## config.mk

```make
export PLATFORM = sky130hd
export DESIGN_NAME = beep_pattern_generator
export DESIGN_NICKNAME = d
export VERILOG_FILES = /design/src/rtl/bpg_pkg.sv /design/src/rtl/bpg_timer.sv /design/src/rtl/beep_pattern_generator.sv
export SDC_FILE = /design/constraint.sdc
export NUM_CORES = 1
export LEC_CHECK = 0
export BUFFER_PORTS_ARGS = -buffer_cell sky130_fd_sc_hd__buf_2
export CORE_MARGIN = 2
export CORE_UTILIZATION = 55
export CTS_CLUSTER_DIAMETER = 100
export DETAILED_ROUTE_END_ITERATION = 12
export MAX_ROUTING_LAYER = met4
export PLACE_DENSITY = 0.74
export SLEW_MARGIN = 20
export SYNTH_ARGS = -nofsm -noshare
export SYNTH_HDL_FRONTEND = slang
export SYNTH_SLANG_ARGS = --single-unit
```

## constraint.sdc

```tcl
create_clock -name clk_i -period 4.1 [get_ports clk_i]
set_input_delay 0.82 -clock clk_i [delete_from_list [all_inputs] [get_ports clk_i]]
set_output_delay 0.82 -clock clk_i [all_outputs]
set_load 0.05 [all_outputs]
```

## src/rtl/bpg_pkg.sv

```systemverilog
// Shared types and constants for the beep pattern generator.
// No dependencies; imported by bpg_timer and beep_pattern_generator.
`default_nettype none

package bpg_pkg;

  // Fixed widths of the input fields
  localparam int unsigned OpWidth    = 2;
  localparam int unsigned FieldWidth = 16;

  // Default widths of the timers and the beep counter
  localparam int unsigned DefPeriodWidth = 16;
  localparam int unsigned DefCountWidth  = 16;

  // Item opcodes; the fourth code is unused and leaves the state alone
  typedef enum logic [OpWidth-1:0] {
    OP_TICK  = 2'd0,
    OP_START = 2'd1,
    OP_STOP  = 2'd2
  } op_e;

  // Result of one item
  typedef struct packed {
    logic buzzer_on;
    logic start_taken;
  } bpg_res_t;

  // Timer status, for checks in the top level
  typedef struct packed {
    logic pin;
    logic on_busy;
  } bpg_stat_t;

endpackage

`default_nettype wire

```

## src/rtl/bpg_timer.sv

```systemverilog
// Pattern state (on/off timers, reload lengths, beep count, pin) and its update.
// Depends on bpg_pkg.
`default_nettype none

module bpg_timer #(
  parameter int unsigned PERIOD_WIDTH = 16,
  parameter int unsigned COUNT_WIDTH  = 16
) (
  input  wire                                  clk_i,
  input  wire                                  rst_ni,
  input  wire                                  step_i,
  input  wire  [bpg_pkg::OpWidth-1:0]          op_i,
  input  wire  [bpg_pkg::FieldWidth-1:0]       on_ticks_i,
  input  wire  [bpg_pkg::FieldWidth-1:0]       off_ticks_i,
  input  wire  [bpg_pkg::FieldWidth-1:0]       repeat_count_i,
  output bpg_pkg::bpg_res_t                    res_o,
  output bpg_pkg::bpg_stat_t                   stat_o
);
  import bpg_pkg::*;

  localparam logic [PERIOD_WIDTH-1:0] POne = PERIOD_WIDTH'(1);
  localparam logic [COUNT_WIDTH-1:0]  COne = COUNT_WIDTH'(1);

  logic [PERIOD_WIDTH-1:0] on_left_q, on_left_d;
  logic [PERIOD_WIDTH-1:0] off_left_q, off_left_d;
  logic [PERIOD_WIDTH-1:0] on_reload_q, on_reload_d;
  logic [PERIOD_WIDTH-1:0] off_reload_q, off_reload_d;
  logic [COUNT_WIDTH-1:0]  beeps_left_q, beeps_left_d;
  logic                    pin_q, pin_d;

  logic [PERIOD_WIDTH-1:0] on_sat, off_sat, on_cur;
  logic [COUNT_WIDTH-1:0]  cnt_sat;
  logic                    pin_cur;
  logic                    taken;
  logic                    start_ok;
  logic                    busy;

  // Saturate start values to the configured widths
  if (PERIOD_WIDTH >= FieldWidth) begin : g_period_ext
    assign on_sat  = PERIOD_WIDTH'(on_ticks_i);
    assign off_sat = PERIOD_WIDTH'(off_ticks_i);
  end else begin : g_period_sat
    assign on_sat  = (|on_ticks_i[FieldWidth-1:PERIOD_WIDTH]) ? '1
                                                              : on_ticks_i[PERIOD_WIDTH-1:0];
    assign off_sat = (|off_ticks_i[FieldWidth-1:PERIOD_WIDTH]) ? '1
                                                               : off_ticks_i[PERIOD_WIDTH-1:0];
  end

  if (COUNT_WIDTH >= FieldWidth) begin : g_count_ext
    assign cnt_sat = COUNT_WIDTH'(repeat_count_i);
  end else begin : g_count_sat
    assign cnt_sat = (|repeat_count_i[FieldWidth-1:COUNT_WIDTH]) ? '1
                                                                 : repeat_count_i[COUNT_WIDTH-1:0];
  end

  assign start_ok = (on_left_q == '0) && (|on_ticks_i) && (|off_ticks_i) && (|repeat_count_i);
  assign busy     = (on_left_q != '0) || (off_left_q != '0) || (beeps_left_q != '0);

  // Next state for the current item
  always_comb begin
    on_left_d    = on_left_q;
    off_left_d   = off_left_q;
    on_reload_d  = on_reload_q;
    off_reload_d = off_reload_q;
    beeps_left_d = beeps_left_q;
    pin_d        = pin_q;
    on_cur       = on_left_q;
    pin_cur      = pin_q;
    taken        = 1'b0;
    case (op_i)
      OP_TICK: begin
        if (off_left_q > POne) begin
          // still silent
          off_left_d = off_left_q - POne;
        end else begin
          // end of off phase restarts the on timer in the same tick
          if (off_left_q == POne) begin
            on_cur     = on_reload_q;
            pin_cur    = 1'b1;
            off_left_d = '0;
          end
          on_left_d = on_cur;
          pin_d     = pin_cur;
          if (on_cur == POne) begin
            // end of beep
            on_left_d = '0;
            pin_d     = 1'b0;
            if (beeps_left_q == COne) begin
              beeps_left_d = '0;
            end else if (beeps_left_q != '0) begin
              off_left_d   = off_reload_q;
              beeps_left_d = beeps_left_q - COne;
            end
          end else if (on_cur != '0) begin
            on_left_d = on_cur - POne;
          end
        end
      end
      OP_START: begin
        if (start_ok) begin
          on_reload_d  = on_sat;
          on_left_d    = on_sat;
          off_reload_d = off_sat;
          off_left_d   = '0;
          beeps_left_d = cnt_sat;
          pin_d        = 1'b1;
          taken        = 1'b1;
        end
      end
      OP_STOP: begin
        if (busy) begin
          on_left_d    = '0;
          off_left_d   = '0;
          beeps_left_d = '0;
          pin_d        = 1'b0;
        end
      end
      default: ;
    endcase
  end

  // State registers, updated once per processed item
  always_ff @(posedge clk_i or negedge rst_ni) begin
    if (!rst_ni) begin
      on_left_q    <= '0;
      off_left_q   <= '0;
      on_reload_q  <= '0;
      off_reload_q <= '0;
      beeps_left_q <= '0;
      pin_q        <= 1'b0;
    end else if (step_i) begin
      on_left_q    <= on_left_d;
      off_left_q   <= off_left_d;
      on_reload_q  <= on_reload_d;
      off_reload_q <= off_reload_d;
      beeps_left_q <= beeps_left_d;
      pin_q        <= pin_d;
    end
  end

  assign res_o.buzzer_on   = pin_d;
  assign res_o.start_taken = taken;
  assign stat_o.pin        = pin_q;
  assign stat_o.on_busy    = (on_left_q != '0);

endmodule

`default_nettype wire

```

## src/rtl/beep_pattern_generator.sv

```systemverilog
// Channel    | Direction | Handshake                 | Payload
// input item | in        | in_valid_i / in_ready_o   | op_i, on_ticks_i, off_ticks_i, repeat_count_i
// result     | out       | out_valid_o / out_ready_i | buzzer_on_o, start_taken_o
//
// One item per clock sustained while the result register is not stalled; a result passes
// through the input register, then the timer update into the result register, and is
// then offered on the result channel.
// The timer state updates in the same cycle the result register loads.
// Reset clears the valid flags and the timer state: pin low, timers idle, reload lengths zero.
// A stalled result register stops the input register; one more item can still wait there.
//
// Top level of the beep pattern generator. Depends on bpg_pkg and bpg_timer.
`default_nettype none

module beep_pattern_generator #(
  parameter int unsigned PERIOD_WIDTH = bpg_pkg::DefPeriodWidth,
  parameter int unsigned COUNT_WIDTH  = bpg_pkg::DefCountWidth
) (
  input  wire                             clk_i,
  input  wire                             rst_ni,
  input  wire                             in_valid_i,
  output logic                            in_ready_o,
  input  wire  [bpg_pkg::OpWidth-1:0]     op_i,
  input  wire  [bpg_pkg::FieldWidth-1:0]  on_ticks_i,
  input  wire  [bpg_pkg::FieldWidth-1:0]  off_ticks_i,
  input  wire  [bpg_pkg::FieldWidth-1:0]  repeat_count_i,
  output logic                            out_valid_o,
  input  wire                             out_ready_i,
  output logic                            buzzer_on_o,
  output logic                            start_taken_o
);
  import bpg_pkg::*;

  logic                  in_valid_q;
  logic [OpWidth-1:0]    op_q;
  logic [FieldWidth-1:0] on_ticks_q;
  logic [FieldWidth-1:0] off_ticks_q;
  logic [FieldWidth-1:0] repeat_count_q;

  logic                  out_valid_q;
  bpg_res_t              res_q;
  bpg_res_t              res;
  bpg_stat_t             stat;

  logic                  out_free;
  logic                  step;

  assign out_free   = !out_valid_q || out_ready_i;
  assign step       = in_valid_q && out_free;
  assign in_ready_o = !in_valid_q || out_free;

  // Input register
  always_ff @(posedge clk_i or negedge rst_ni) begin
    if (!rst_ni) begin
      in_valid_q <= 1'b0;
    end else if (in_ready_o) begin
      in_valid_q <= in_valid_i;
    end
  end

  always_ff @(posedge clk_i) begin
    if (in_valid_i && in_ready_o) begin
      op_q           <= op_i;
      on_ticks_q     <= on_ticks_i;
      off_ticks_q    <= off_ticks_i;
      repeat_count_q <= repeat_count_i;
    end
  end

  bpg_timer #(
    .PERIOD_WIDTH (PERIOD_WIDTH),
    .COUNT_WIDTH  (COUNT_WIDTH)
  ) u_timer (
    .clk_i          (clk_i),
    .rst_ni         (rst_ni),
    .step_i         (step),
    .op_i           (op_q),
    .on_ticks_i     (on_ticks_q),
    .off_ticks_i    (off_ticks_q),
    .repeat_count_i (repeat_count_q),
    .res_o          (res),
    .stat_o         (stat)
  );

  // Result register
  always_ff @(posedge clk_i or negedge rst_ni) begin
    if (!rst_ni) begin
      out_valid_q <= 1'b0;
    end else if (out_free) begin
      out_valid_q <= step;
    end
  end

  always_ff @(posedge clk_i) begin
    if (step) begin
      res_q <= res;
    end
  end

  assign out_valid_o   = out_valid_q;
  assign buzzer_on_o   = res_q.buzzer_on;
  assign start_taken_o = res_q.start_taken;

`ifndef SYNTHESIS
  // a processed item always shows up in the result register next cycle
  a_step_to_out: assert property (@(posedge clk_i) disable iff (!rst_ni)
    step |=> out_valid_o)
    else $error("processed item did not reach the result register");

  // a pending result reports the live pin level
  a_out_pin: assert property (@(posedge clk_i) disable iff (!rst_ni)
    out_valid_o |-> (buzzer_on_o == stat.pin))
    else $error("result pin level differs from timer pin");

  // the pin only sounds while the on timer runs
  a_pin_busy: assert property (@(posedge clk_i) disable iff (!rst_ni)
    stat.pin |-> stat.on_busy)
    else $error("pin high with on timer idle");

  // a taken start always sounds the buzzer
  a_start_pin: assert property (@(posedge clk_i) disable iff (!rst_ni)
    (out_valid_o && start_taken_o) |-> buzzer_on_o)
    else $error("start taken without pin high");
`endif

endmodule

`default_nettype wire
```

---- Word-level counts from Yosys, hierarchy flattened ----
Index checks and enable logic that the tools add are counted.
storage, ports and cells
  memories kept ........................... 0
  logic and storage cells ................. 82
  latch bits .............................. 0
  ROM bits ................................ 0
  input bits .............................. 54
  bits in writable memories ............... 0
  register bits after elaboration ......... 135
cells by class
  shift-type cells ........................ 0
  equal/unequal tests ..................... 10
  reduce and logical (&&, ||, !) cells .... 25
  magnitude comparators ................... 1
  multiply operators ...................... 0
  mux-type cells .......................... 29
  bitwise operators ....................... 0
  div/mod/pow operators ................... 0
  $add $sub $neg .......................... 3
operators with widths
  operator                                                        number
  2-to-1 mux 16 bit                                               19
  case mux 16 bit (3 select lines)                                3
  nonzero test 16 bit                                             4
  equality test 16 x 1 -> 1 bit, second input constant            3
  OR reduction 16 bit                                             3
  subtractor 16 x 1 -> 16 bit, second input constant              3
  greater-than comparator 16 x 1 -> 1 bit, second input constant  1
  zero test 16 bit                                                1
  AND reduction 7 bit                                             1
  2-to-1 mux 1 bit                                                6
  != test 2 x 1 -> 1 bit, second input constant                   3
  logical AND 1 bit                                               5
  AND reduction 5 bit                                             1
  logical OR 1 bit                                                4
  AND reduction 4 bit                                             1
  != test 3 x 1 -> 1 bit, second input constant                   1
  case mux 1 bit (3 select lines)                                 1
  AND reduction 3 bit                                             1
  nonzero test 3 bit                                              1
  equality test 2 x 1 -> 1 bit, second input constant             1
  equality test 2 bit, second input constant                      1
  zero test 1 bit                                                 2
  zero test 2 bit                                                 1
  != test 2 bit, second input constant                            1

---- Logic depth before layout (Yosys ltp) ----
  depth after elaboration ................. 9
  depth in mapped cells ................... 14

---- Hierarchy ----
A second synthesis with hierarchy kept.
unflattened totals
  cell total of the unflattened synthesis .. 630
  area, all modules ....................... 6781.5 µm²
by module, submodules not included
  module                  instances  cells each  area each (µm²)
  bpg_timer               1          570         5116.2
  beep_pattern_generator  1          60          1665.3

---- Worst setup path before layout ----
OpenSTA, ideal clock, no wires.
  path kind ............................... register to register
  start ................................... register u_timer.off_left_q[1]
  end ..................................... register u_timer.on_left_q[10]
  path slack .............................. 0.571 ns
  buffers on the path ..................... 1
  arrival ................................. 3.402 ns
  stages on the path, launching flop included .. 14
  setup time .............................. 0.127 ns
  cell sequence ........................... dfrtp_1 -> inv_1 -> ha_1 -> nor4b_1 -> nand4_1 -> clkbuf_1 -> mux2i_1 -> ha_1 -> a311oi_1 -> nand2_1 -> o41ai_1 -> xnor2_1 -> a221oi_1 -> nor2_1
between the ends
  cells in the longest elaborated chain, start to end .. 9
  elaborated cells between the ends (all ways) .. 18
RTL lines
  item                                                                       RTL line                          text
  start: declaration                                                         bpg_timer.sv:25                   logic [PERIOD_WIDTH-1:0] off_left_q, off_left_d;
  start signal: assignment                                                   bpg_timer.sv:133                  off_left_q <= off_left_d;
  equality test 16 x 1 -> 1 bit                                              bpg_timer.sv:77                   if (off_left_q == POne) begin
  2-to-1 mux 16 bit                                                          bpg_timer.sv:77
  2-to-1 mux 16 bit                                                          bpg_timer.sv:72                   if (off_left_q > POne) begin
  2-to-1 mux 16 bit                                                          bpg_timer.sv:70                   case (op_i)
  subtractor 16 x 1 -> 16 bit / nonzero test 16 bit (equally long branches)  bpg_timer.sv:95, bpg_timer.sv:94
  2-to-1 mux 16 bit                                                          bpg_timer.sv:94                   end else if (on_cur != '0) begin
  2-to-1 mux 16 bit                                                          bpg_timer.sv:84                   if (on_cur == POne) begin
  2-to-1 mux 16 bit                                                          bpg_timer.sv:72
  case mux 16 bit (3 select lines)                                           bpg_timer.sv:70
  end signal: assignment                                                     bpg_timer.sv:132                  on_left_q <= on_left_d;
  end: declaration                                                           bpg_timer.sv:24                   logic [PERIOD_WIDTH-1:0] on_left_q, on_left_d;
Several ways; a longest one is shown, not always the timed one. The select of a mux whose other input is x is not followed.
A chain may end at the register's enable or synchronous reset.

---- Worst setup path after layout ----
  start ................................... register u_timer.off_left_q[1]
  end ..................................... register u_timer.on_left_q[4]
The elaborated chain is that of the path after synthesis.

==> results.json <==
{
  "gr-total-overflow": 0,
  "finalMaxSlewViolations": 0,
  "p_int_w": 0.00305,
  "antenna_found_initial": 0,
  "antennaDiodeCount": 0,
  "dieArea_um2": 13700,
  "drtIter0Drc": 570,
  "combinationalPowerShare_pct": 28.5,
  "worstPathMaxFanout": 6,
  "hpwl_um": 11600,
  "pin_count": 58,
  "ys_seq_elements": 135,
  "critPathKind": "reg2reg",
  "drt_pass1_iterations": 5,
  "insertion_delay_ns": 0.43,
  "root_buffer": "clkbuf_16",
  "core_um2": 12600,
  "cts_tree": "done",
  "maxCapViolCount": 0,
  "setup_viol": 0,
  "sw_frac_of_total_pct": 36.3,
  "synthFlopType": "dfrtp_1",
  "drc": 0,
  "p_sw_w": 0.00174,
  "worst_pin_slew_ns": 1.01,
  "clock_skew_ns": 0.00671,
  "slowest_stage": "dfrtp_1",
  "yosys_warnings": 0,
  "wirelength_um": 17200,
  "clk_pin_slew_worst_paths_ns": 0.06,
  "clock-sinks": 135,
  "die_h_um": 117,
  "min_period_over_period_pct": 92.0,
  "end_kind": "flop",
  "syn_nets": 713,
  "gr-usage-all-layers_pct": 27.5,
  "fin_setup_tns_ns": 0,
  "via_count": 5654,
  "initial_core_util_pct": 56.0,
  "gp_congestion": 0.901,
  "outcome": "complete, no violations",
  "max-vdd-ir-drop_mv": 0.501,
  "yosysSeqAreaShare_pct": 51.7,
  "drive_gt1_share_pct": 22.8,
  "dieWidth_um": 117,
  "viasPerCell": 6.31,
  "area_delta_synth_final_pct": 15.4,
  "grt_max_degree": 71,
  "grt_pass1_vias": 5526,
  "htree_levels": 4,
  "p_leak_nw": 3.46,
  "ant_nets": 0,
  "final_cell_mix": "dfrtp_1, nor2_1, buf_2",
  "clk_path_buf_depth": 2,
  "rows": 41,
  "finalHoldViolCount": 0,
  "io_buffers": 57,
  "nets": 777,
  "worstPathRequired_ns": 4.37,
  "slowest_delay_ns": 0.40,
  "syn-instance-count": 647,
  "synthArstFlopShare_pct": 61.5,
  "period_minus_slack_ns": 3.77,
  "syn_area_um2": 7040,
  "rsz0062_at_grt": "no",
  "total_power_w": 0.00479,
  "syn-mean-instance-area_um2": 10.9,
  "synth-edff-count": 52,
  "final_common_cell": "dfrtp_1",
  "worstPathArrival_ns": 4.05,
  "max_slew_margin_pct": 31.9,
  "startpoint_type": "flop",
  "pwr_density_cell_nw_per_um2": 589,
  "power_frac_seq_pct": 40.4,
  "wl_per_cell_um": 19.1,
  "numCtsBuffers": 17,
  "holdBufCountCts": 0,
  "path_cells": "inv_1 -> ha_1 -> nor4b_1 -> nand4_1 -> buf_4 -> mux2i_2 -> ha_1 -> nor4b_1 -> nand4_1 -> mux2_2 -> o211ai_1 -> xor2_1 -> a221oi_1 -> a21oi_1",
  "grt_pass1_wl_um": 27700,
  "clkPwrFrac_pct": 31.1,
  "synth.distinct_cells": 69,
  "fmax_mhz": 265,
  "min_path_type": "reg2reg"
}
-- through the flow --
step	utilization (%)	hold slack [ns]	instance area [um2]	setup slack (ns)	std cells
2_1_floorplan	-	0.445	7040	0.571	647
3_3_place_gp	59.9	0.461	7520	0.601	862
3_5_place_dp	59.9	0.468	7520	0.404	862
4_1_cts	64.5	0.473	8110	0.297	894
5_1_grt	64.7	0.510	8130	0.0433	896
6_report	64.7	0.471	8130	0.326	896
-- power by group through the flow --
stage          sequential (W)  clock, W  combinational (W)
3_3_place_gp          0.00193         0            0.00129
3_5_place_dp          0.00194         0            0.00133
4_1_cts               0.00192   0.00151            0.00134
6_report              0.00193   0.00149            0.00136
5_1_grt               0.00196   0.00158            0.00154
2_1_floorplan         0.00186         0            0.00104
-- critical path: cells and delay by family (launching register included) --
kind / cells / cell delay (ns)
AOI/OAI and AO/OA: 3 / 0.53
xor gates and xnor gates: 1 / 0.10
adders and majority gates: 2 / 0.58
buffers and inverters: 2 / 0.34
DFF: 1 / 0.40
muxes: 2 / 0.67
and+or+nand+nor: 4 / 0.99
-- logic make-up after synthesis --
logic type	after synthesis	synth area share, %
AND/OR/NAND/NOR	233	17.9
multiplexers	49	7.57
buffers and inverters	47	2.98
XOR/XNOR	20	2.49
AO/OA/AOI/OAI	151	15.3
flip-flops	135	51.7
adder cells (fa/ha/maj)	12	2.13
-- metal layers --
metal  wire length [um]  up-vias  part of all wire [%]  GRT usage (%)
li1                   -     2607                     -              -
met3                850       43                   5.0           6.64
met1               7430     2775                    43           34.1
met2               8460      229                    49           44.3
met4                411        0                   2.4           9.96
met5                  0        -                     0              -
-- final timing paths --
check                      depth (start not counted)  slack (ns)                      end                     from
max                                               14        0.33     u_timer.on_left_q[4]    u_timer.off_left_q[1]
min                                                1        0.47    u_timer.off_left_q[4]  u_timer.off_reload_q[4]
max reg2reg                                       14        0.33     u_timer.on_left_q[4]    u_timer.off_left_q[1]
min reg2reg                                        1        0.47    u_timer.off_left_q[4]  u_timer.off_reload_q[4]
max in group asynchronous                          2        2.79     u_timer.on_left_q[5]                   rst_ni
min in group asynchronous                          1        0.53  u_timer.on_reload_q[13]                   rst_ni
-- state kept, by name, summed over array words and instances (netlist names) --
register / cells
repeat_count_q: 16
u_timer.beeps_left_q: 16
u_timer.off_reload_q: 16
out_valid_o: 1
u_timer.on_reload_q: 16
start_taken_o: 1
off_ticks_q: 16
op_q: 2
u_timer.pin_q: 1
on_ticks_q: 16
buzzer_on_o: 1
u_timer.on_left_q: 16
u_timer.off_left_q: 16
in_valid_q: 1
-- Yosys cell counts (all sizes together) (5+ instances only) --
cell type	n	area (um2)
dfrtp	83	2080
o211ai	7	52.6
a21o	7	52.6
o41ai	5	43.8
nor2	66	250
inv	19	71.3
or4	7	56.3
buf	14	86.3
nor4	30	236
a31oi	6	37.5
a32oi	7	61.3
edfxtp	52	1560
or3	11	68.8
clkbuf	14	52.6
ha	12	150
nor3	20	110
mux2i	15	150
a22oi	5	37.5
a221oi	13	158
o21ai	41	209
nand3	16	85.1
xnor2	8	70.1
nand4	18	113
nand2	40	150
xor2	12	105
mux2	34	383
a21oi	32	160
-- final cells by class --
cell class | instances | area [um2]
Clock buffer | 17 | 425
Clock inverter | 15 | 156
Fill cell | 1006 | 4440
Inverter | 19 | 71.3
Multi-Input combinational cell | 465 | 3220
Sequential cell | 135 | 3640
Tap cell | 172 | 215
Timing Repair Buffer | 73 | 408
-- repair_timing --
action,in CTS,in global routing
endpoints found under the setup margin,0,1
gates resized for setup,0,2
setup buffers,0,2
endpoints found under the hold margin,0,0
(Power assumes the default switching activity.)
